### src/design/assert_macros.svh
// ----------------------------------------------------------------------------
// assert_macros.svh
// Assertion macros used by the histogram RTL.
// ----------------------------------------------------------------------------
`ifndef ASSERT_MACROS_SVH
`define ASSERT_MACROS_SVH
`ifndef SYNTHESIS
`define CHIST_ASSERT(label, clk, rstn, prop) \
    label: assert property (@(posedge clk) disable iff (!rstn) prop) \
        else $error("chist assertion failed");
`define CHIST_ASSERT_NR(label, clk, prop) \
    label: assert property (@(posedge clk) prop) \
        else $error("chist assertion failed");
`else
`define CHIST_ASSERT(label, clk, rstn, prop)
`define CHIST_ASSERT_NR(label, clk, prop)
`endif
`endif

### src/design/chist_pkg.sv
// ----------------------------------------------------------------------------
// chist_pkg
// Types, constants and helpers for the clamped image histogram.
// ----------------------------------------------------------------------------
`timescale 1ns / 1ps
`default_nettype none

package chist_pkg;

    localparam int NUM_BINS    = 256;
    localparam int COUNT_WIDTH = 32;
    localparam int BIN_AW      = $clog2(NUM_BINS);
    localparam int SAMPLE_W    = 16;
    localparam int INDEX_W     = 8;
    localparam int OUT_W       = 32;
    localparam int CFG_IDX_W   = 1;
    localparam int CFG_DATA_W  = 16;

    localparam logic [1:0] CMD_COUNT = 2'd0;
    localparam logic [1:0] CMD_READ  = 2'd1;
    localparam logic [1:0] CMD_CLEAR = 2'd2;

    localparam logic [CFG_IDX_W-1:0] CFG_MIN_VALUE = 1'd0;
    localparam logic [CFG_IDX_W-1:0] CFG_MAX_VALUE = 1'd1;

    localparam logic signed [SAMPLE_W-1:0] MIN_RESET = 16'sd0;
    localparam logic signed [SAMPLE_W-1:0] MAX_RESET = 16'sd255;

    typedef logic [BIN_AW-1:0]      bin_addr_t;
    typedef logic [COUNT_WIDTH-1:0] count_t;

    typedef struct packed {
        logic [1:0]                 command;
        logic signed [SAMPLE_W-1:0] sample;
        logic [INDEX_W-1:0]         bin_index;
    } in_item_t;

    typedef struct packed {
        logic [OUT_W-1:0] bin_count;
        logic             index_error;
    } out_item_t;

    typedef struct packed {
        bin_addr_t count_addr;
        bin_addr_t read_addr;
        logic      read_err;
    } bin_sel_t;

    function automatic logic [OUT_W-1:0] sat_out(count_t c);
        logic [63:0] w;
        w = 64'(c);
        if (w > 64'h0000_0000_FFFF_FFFF) begin
            return '1;
        end
        return w[OUT_W-1:0];
    endfunction

endpackage

`default_nettype wire

### src/design/chist_index.sv
// ----------------------------------------------------------------------------
// chist_index
// Clamps a sample into a bin address and range-checks a read index.
// ----------------------------------------------------------------------------
`timescale 1ns / 1ps
`default_nettype none

module chist_index import chist_pkg::*; (
    input  wire logic signed [SAMPLE_W-1:0] min_value,
    input  wire logic signed [SAMPLE_W-1:0] max_value,
    input  wire logic signed [SAMPLE_W-1:0] sample,
    input  wire logic        [INDEX_W-1:0]  bin_index,
    output bin_sel_t                        sel
);

    logic signed [SAMPLE_W-1:0] clamped;
    logic signed [SAMPLE_W:0]   offset;
    logic signed [17:0]         diff;
    logic signed [17:0]         span;

    always_comb begin
        if (sample < min_value) begin
            clamped = min_value;
        end else if (sample > max_value) begin
            clamped = max_value;
        end else begin
            clamped = sample;
        end

        offset = 17'(clamped) - 17'(min_value);
        if (offset < 0) begin
            sel.count_addr = '0;
        end else if (offset > 17'(NUM_BINS - 1)) begin
            sel.count_addr = BIN_AW'(NUM_BINS - 1);
        end else begin
            sel.count_addr = BIN_AW'(offset);
        end

        diff = 18'(max_value) - 18'(min_value) + 18'sd1;
        if (diff < 18'sd1) begin
            span = 18'sd1;
        end else if (diff > 18'(NUM_BINS)) begin
            span = 18'(NUM_BINS);
        end else begin
            span = diff;
        end

        sel.read_err  = (18'(bin_index) >= 18'(span));
        sel.read_addr = BIN_AW'(bin_index);
    end

endmodule

`default_nettype wire

### config.mk
export PLATFORM = sky130hd
export DESIGN_NAME = chist_index
export DESIGN_NICKNAME = d
export VERILOG_FILES = /design/src/design/assert_macros.svh /design/src/design/chist_pkg.sv /design/src/design/chist_index.sv
export SDC_FILE = /design/constraint.sdc
export NUM_CORES = 1
export LEC_CHECK = 0
export ABC_AREA = 1
export BUFFER_PORTS_ARGS = -buffer_cell sky130_fd_sc_hd__buf_2
export CORE_MARGIN = 1.5
export CORE_UTILIZATION = 50
export DETAILED_ROUTE_END_ITERATION = 10
export PLACE_DENSITY_LB_ADDON = 0.05
export SETUP_SLACK_MARGIN = 0.5
export SKIP_LAST_GASP = 1
export SLEW_MARGIN = 0
export SYNTH_ARGS = -nofsm -noshare
export SYNTH_HDL_FRONTEND = slang
export SYNTH_SLANG_ARGS = --single-unit
### constraint.sdc
create_clock -name vclk -period 10.18
set_input_delay 1.018 -clock vclk [all_inputs]
set_output_delay 1.018 -clock vclk [all_outputs]
set_load 0.01 [all_outputs]
After elaboration in Yosys (flattened, before gate mapping):

Cells that the tools add are included.

* word-level logic and storage cells: 16
* flip-flop bits (word level): 0

* magnitude comparators: 7
* add/sub/neg operators: 3
* multiplexer cells: 6

Operator list (number)
* 18-bit 2-to-1 mux: 2
* 16-bit by 16-bit subtractor with 17-bit output: 2
* 16-bit 2-to-1 mux: 2
* 17-bit by 2-bit adder with 18-bit output, second input constant: 1
* 8-bit by 18-bit >= comparator with 1-bit output: 1
* 18-bit by 10-bit greater-than comparator with 1-bit output, second input constant: 1
* 18-bit by 2-bit < comparator with 1-bit output, second input constant: 1
* 17-bit by 9-bit greater-than comparator with 1-bit output, second input constant: 1
* 17-bit by 1-bit < comparator with 1-bit output, second input constant: 1
* 16-bit greater-than comparator: 1
* 16-bit < comparator: 1
* 8-bit 2-to-1 mux: 2

Logic depth before layout (Yosys ltp):

Gate-level depths: netlist (run 1).

* word-level depth: 7
* mapped depth: 30

Worst setup path after synthesis (run 1):

Ideal clock, no wire load.

* kind: input port to output port
* start: in max_value[15]
* end: out sel[10] (netlist bit)
* stages on the path: 22
* path slack: 5114 ps
* arrival: 4048 ps
* path buffers: 1
* cells stage by stage: inv_1 -> ha_1 -> nand2_2 -> nor4_4 -> nand4_2 -> clkbuf_8 -> nand4_1 -> nand3_1 -> nand2_1 -> ha_1 -> inv_1 -> fa_1 -> nand2_1 -> nand2_1 -> and2_1 -> nand3_1 -> nand3_1 -> xor2_1 -> nor2_1 -> nand2_1 -> nor2_4 -> a21oi_1

RTL lines
* start: declaration: RTL line chist_index.sv:10 `input wire logic signed [SAMPLE_W-1:0] max_value,`
* end: declaration: RTL line chist_index.sv:13 `output bin_sel_t sel`

==> out/metrics.csv, run 1 <==
stage,metric,value,unit
status,status,"complete, no violations",
setup_path,crit_cells,23,
setup_path,cp.required,9.16,ns
setup_path,startpoint_type,primary input,
synthesis,synth_nets,832,
setup_path,startpoint,max_value[15],
synthesis,syn_area_per_cell,5.69,um2
setup_path,slowest_stage,nand4_2,
placed_design,dp_hpwl,9080,um
job,maxCapViolCount,0,
floorplanning,dieWidth,91.4,um
global_routing,grt_use_total,0.243,
cells_and_area,fillers,872,
power,p_leak,0.00267,uW
synthesis,syn_inst,687,
sta,worst_pin_slew,0.494,ns
cells_and_area,antennaDiodeCount,0,
global_routing,grt-ovfl-total,0,
route,drc,0,
sta,rsz0062_at_grt,false,
route,ant_nets,0,
global_routing,busiest_layer,met2,
setup_path,timing.critical_path.mode_cell,nand2_1,
setup_path,crit_end,sel[9],
power,ir_drop,0.0462,mV
route,first_pass_iters,5,
setup_path,crit_chain,buf_2 > inv_1 > ha_1 > nand2_2 > nor4_4 > nand4_2 > nand3_4 > nand2_1 > nand3_1 > nand2_1 > ha_1 > inv_1 > fa_1 > nand2_1 > nand2_1 > nand2_1 > o21ai_1 > nand3_1 > nand2_1 > nand2_1 > a22o_1 > a21oi_1 > buf_2,
setup_path,critPathKind,in2out,
setup_path,critPathCaptureType,output port,
sta,hold_viol,0,
sta,slew_viol_final,0,
cells_and_area,mostFrequentLayoutCell,nand2_1,
route,drt-initial-drc-count,175,
cells_and_area,seq_area,0,um2
clock_tree,cts_resized,0,
clock_tree,postCtsHoldBufs,0,
cells_and_area,seq_cell_count,0,
sta,fmax,165,MHz
floorplanning,core_area,7650,um2
hold_path,hold_class,in2out,
cells_and_area,nClkBuffers,0,
cells_and_area,post-route-util,0.558,
placed_design,port_buffers,73,
cells_and_area,area_delta_synth_final,9.18,%
floorplanning,initial_core_util,0.511,
route,wl,10200,um
sta,finalSetupViolCount,0,
sta,slew_headroom,0.670,
global_routing,met1_usage,0.351,
sta,fin_crit,6.05,ns
global_routing,met2_usage,0.405,
route,avgRoutedWirePerCell,12.0,um
cells_and_area,drive_gt1_frac,0.125,
setup_path,path_buf_inv,4,
floorplanning,die_h,91.4,um
floorplanning,dieArea,8360,um2
synthesis,ys_types,41,
global_routing,grt.met3_usage,0.0126,
placed_design,gp_congestion,0.910,
sta,period_share,0.595,
cells_and_area,final_cell_mix,"nand2_1 (225), inv_1 (120), ha_1 (87)",
synthesis,ys_seq_area_frac,0,
synthesis,yosysWarnings,0,
power,p_per_area,90.6,nW/um2
setup_path,cpLargestDelayFamily,simple AND/OR/NAND/NOR gates,
synthesis,netlist_area,3910,um2
global_routing,grt_max_degree,18,
setup_path,arrival,5.03,ns
floorplanning,rows,32,
cells_and_area,fin_nets,893,
clock_tree,cts_setup_buffers,0,
sta,setup_tns,0,ns
global_routing,grt_pass1_wl,17300,um
setup_path,crit_fanout,17,
floorplanning,ios,73,
route,num_vias,4361,
global_routing,antenna_found_initial,0,
route,via_per_inst,5.14,
global_routing,grt_pass1_vias,3902,
setup_path,cp_slowest_stage_delay,0.45,ns
## cells by family after synthesis
kind of cell	after synthesis	share of synthesized area
xor+xnor	13	0.0291
buf+inv	137	0.152
simple gates	377	0.429
fa+ha+maj	89	0.289
compound gates	71	0.100
## routing by layer
layer	routed length, um	vias to the layer above
li1	-	2340
met1	5210	1895
met2	4330	116
met3	507	10
met4	108	0
met5	0	-
## worst min path at each step
stage	startpoint	end	slack [ns]	cells past startpoint
final	bin_index[0]	sel[1]	2.23	2
after global placement	bin_index[0]	sel[1]	2.24	2
after CTS	bin_index[0]	sel[1]	2.23	2
after global routing	bin_index[0]	sel[1]	2.24	2
after detailed placement	bin_index[0]	sel[1]	2.23	2
after floorplan	bin_index[0]	sel[1]	2.13	1
## synthesized netlist by cell type, drive strengths merged (2+ instances only)
cell type	count	area, um2
nand3	57	308
a21o	3	22.5
xor2	6	52.6
nor2	44	175
buf	10	80.1
fa	2	40.0
xnor2	7	61.3
inv	123	462
nand4	24	156
o21bai	2	15.0
nand3b	8	60.1
a21oi	45	225
o21ai	12	60.1
ha	87	1090
o21a	3	22.5
and2	5	31.3
nor3	3	20.0
clkbuf	3	41.3
nand2	233	895
## stage by stage
stage / instance area, um2 / hold slack (ns) / worst slack [ns] / total power [uW] / cells
3_5_place_dp: 4270 / 2.23 / 4.22 / 381 / 848
3_3_place_gp: 4270 / 2.24 / 4.36 / 377 / 848
6_report: 4270 / 2.23 / 4.13 / 387 / 848
2_1_floorplan: 3910 / 2.13 / 5.11 / 294 / 687
5_1_grt: 4270 / 2.24 / 3.73 / 442 / 848
4_1_cts: 4270 / 2.23 / 4.19 / 384 / 848
## report_power, final
part / leakage [uW] / switching, uW / internal [uW]
Clock: 0 / 0 / 0
Combinational: 0.00267 / 241 / 146
Sequential: 0 / 0 / 0
Total: 0.00267 / 241 / 146
## final cells by class
cell class	instances	area [um2]	share of cell area
repair buffers	73	365	0.0856
inverters	123	462	0.108
well taps	102	128	0.0299
multi-input cells	550	3310	0.776
(Power assumes the default switching activity.)
==> run 2: changes to the inputs <==
- ABC_AREA: 1 -> 0
- clock period: 10.18 -> 6.1 ns (I/O delays scaled with it)
==> run 2 against run 1 <==
Synthesized cell count is 29% lower. Die area is 9.1% lower. Routed wire length is 1.7% higher. Non-clock buffer count is 19 higher. Final cell count is 22% lower. Core utilization is 5.4 points higher. Total power is 75% higher. Global-route usage is 2.4 points higher. Via count is 7.2% lower. Final area is 2.0% lower. Clock-buffer cell count stayed put. Largest cell class unchanged.
==> out/metrics.csv, run 2 <==
stage,metric,value,unit,change
cells_and_area,antennaDiodeCount,0,,unchanged
cells_and_area,seq_area,0,um2,unchanged
floorplanning,ios,73,,unchanged
synthesis,syn_inst,489,,was 687
sta,rsz0062_at_grt,false,,unchanged
setup_path,critPathCaptureType,output port,,unchanged
floorplanning,dieWidth,87.2,um,was 91.4 um
power,power_switching,391,uW,was 241 uW
power,power.internal,288,uW,was 146 uW
synthesis,ys_top_cells_by_count,"ha_1 (87), inv_1 (52), nand2_1 (37)",,"was nand2_1 (225), inv_1 (120), ha_1 (87)"
sta,setup_tns,0,ns,unchanged
placed_design,gp_congestion,0.935,,was 0.910
setup_path,critPathKind,in2out,,unchanged
sta,hold_ws,1.42,ns,was 2.23 ns
route,wl,10300,um,"was 10,200 um"
power,power_switching_share,0.576,,was 0.623
cells_and_area,post-route-util,0.613,,was 0.558
global_routing,grt-ovfl-total,0,,unchanged
route,ant_nets,0,,unchanged
power,p_clk_frac,0,,about the same
global_routing,grt_pass1_vias,3593,,"was 3,902"
power,comb_power_share,1.000,,about the same
cells_and_area,fillers,694,,was 872
setup_path,startpoint_type,primary input,,unchanged
cells_and_area,area_delta_synth_final,18.2,%,was 9.18%
power,total_power,679,uW,was 387 uW
route,avgRoutedWirePerCell,15.7,um,was 12.0 um
route,via_per_inst,6.15,,was 5.14
synthesis,synth_nets,634,,was 832
synthesis,yosysTopAreaCell,ha_1,,unchanged
placed_design,port_buffers,73,,unchanged
synthesis,yosysWarnings,0,,unchanged
synthesis,syn_area_per_cell,7.24,um2,was 5.69 um2
synthesis,synthTopCellsByArea,"ha_1 (31%), inv_1 (5.5%), o211ai_1 (4.9%)",,"was ha_1 (28%), nand2_1 (22%), inv_1 (12%)"
floorplanning,initial_core_util,0.518,,was 0.511
cells_and_area,drive_gt1_frac,0.217,,was 0.125
global_routing,grt_max_degree,22,,was 18
floorplanning,dieArea,7600,um2,was 8360 um2
job,maxCapViolCount,0,,unchanged
sta,fin_crit,5.37,ns,
cells_and_area,fin_nets,709,,was 893
synthesis,synth_top_cell_area_share,0.307,,was 0.278
setup_path,crit_end,sel[16],,was sel[9]
hold_path,hp-start,bin_index[0],,unchanged
cells_and_area,final_cell_mix,"ha_1 (85), buf_2 (73), inv_1 (52)",,"was nand2_1 (225), inv_1 (120), ha_1 (87)"
setup_path,arrival,4.76,ns,was 5.03 ns
setup_path,startpoint,max_value[11],,was max_value[15]
synthesis,ys_types,61,,was 41
synthesis,ys_seq_area_frac,0,,unchanged
route,first_pass_iters,5,,unchanged
power,p_per_area,162,nW/um2,was 90.6 nW/um2
cells_and_area,seq_cell_count,0,,unchanged
sta,slew_viol_final,0,,unchanged
power,p_leak,0.00203,uW,was 0.00267 uW
cells_and_area,multiInputGateArea,3360,um2,was 3310 um2
placed_design,dp_hpwl,8510,um,was 9080 um
global_routing,grt_use_total,0.266,,was 0.243
sta,slew_headroom,0.610,,was 0.670
route,drc,0,,unchanged
cells_and_area,nClkBuffers,0,,unchanged
global_routing,antenna_found_initial,0,,unchanged
sta,fmax,186,MHz,
route,drt-initial-drc-count,310,,was 175
sta,finalSetupViolCount,0,,unchanged
synthesis,netlist_area,3540,um2,was 3910 um2
sta,hold_viol,0,,unchanged
cells_and_area,final_cell_area,4190,um2,was 4270 um2
sta,period_share,0.880,,
cells_and_area,mostFrequentLayoutCell,ha_1,,was nand2_1
floorplanning,die_h,87.2,um,was 91.4 um
hold_path,hold_class,in2out,,unchanged
floorplanning,rows,30,,was 32
synthesis,synth_most_common_cell,ha_1,,was nand2_1
power,p_seq_frac,0,,about the same
setup_path,cp.required,5.49,ns,was 9.16 ns
sta,worst_pin_slew,0.583,ns,was 0.494 ns
floorplanning,core_area,6830,um2,was 7650 um2
placed_design,post_dp_cell_area,4010,um2,was 4270 um2
global_routing,grt_pass1_wl,16800,um,"was 17,300 um"
power,ir_drop,0.105,mV,was 0.0462 mV
status,status,"complete, no violations",,unchanged
clock_tree,postCtsHoldBufs,0,,unchanged
route,num_vias,4049,,"was 4,361"
setup_path,crit_fanout,12,,was 17
## run 2: cell count changes in the layout (fill, tap and decap cells not counted), moves of 9 or more
cell	delta
inv_1	-68
nor2_1	-19
o211ai_1	+22
nand3_1	-37
nand2_1	-188
buf_4	+19
o221ai_1	+16
nand4_1	-15
a21oi_1	-18
a21o_1	+11
a31oi_1	+9
## run 2: critical path, cell delays in order
cell and delay [ns]:
buf_2 0.11, inv_1 0.05, ha_1 0.30, a21o_1 0.18
a21oi_1 0.13, o21ai_0 0.11, a311oi_2 0.36, o21ai_1 0.16
nand2_1 0.19, buf_4 0.22, o221ai_1 0.15, ha_1 0.39
nand2_1 0.07, o21ai_1 0.23, o21ai_2 0.12, buf_4 0.15
or4b_2 0.63, nand4_1 0.27, a41oi_1 0.16, buf_2 0.17
## run 2: routing by layer
metal	GRT usage	routed length [um]
met5	0	0
met4	0.0173	51
met3	0.00758	545
met2	0.445	4600
met1	0.396	5130
## run 2: timing repair
action,4_1_cts,5_1_grt
hold endpoints to repair,0,0
resized for setup,2,22
setup endpoints to repair,8,9
pin swaps,1,10
buffers inserted,0,10
cloned,0,1
## run 2: how the worst min path moves through the flow
stage	end	slack [ns]	cells past startpoint
global route	sel[6]	1.43	2
floorplan	sel[1]	1.31	1
global placement	sel[1]	1.42	2
CTS	sel[1]	1.42	2
finish	sel[1]	1.42	2
detailed placement	sel[1]	1.42	2
## run 2: kinds of logic (layout without fill, tap and decap cells)
| family | count (synthesis) | in the layout | synth area share |
|---|---|---|---|
| compound gates | 180 | 181 | 0.360 |
| simple gates | 132 | 132 | 0.196 |
| fa+ha+maj | 89 | 89 | 0.319 |
| buf+inv | 72 | 144 | 0.0855 |
| xor+xnor | 15 | 15 | 0.0371 |
| mux | 1 | 1 | 0.00318 |
## run 2: through the flow
step	instances	setup WS, ns
after CTS	647	0.504
after floorplan	489	1.04
after global placement	647	0.329
after detailed placement	647	0.204
after global routing	658	0.466
final	658	0.730
## run 2: area by class of cell
| cell class | instances | share of cell area |
|---|---|---|
| inverter | 52 | 0.0466 |
| timing repair buffer | 92 | 0.121 |
| tap | 96 | 0.0287 |
| multi-input combinational | 418 | 0.803 |
## run 2: power groups by stage
| stage | sequential, uW | clock, uW | combinational, uW |
|---|---|---|---|
| 6_report | 0 | 0 | 679 |
| 5_1_grt | 0 | 0 | 754 |
| 4_1_cts | 0 | 0 | 636 |
| 3_5_place_dp | 0 | 0 | 629 |
| 3_3_place_gp | 0 | 0 | 620 |
| 2_1_floorplan | 0 | 0 | 461 |
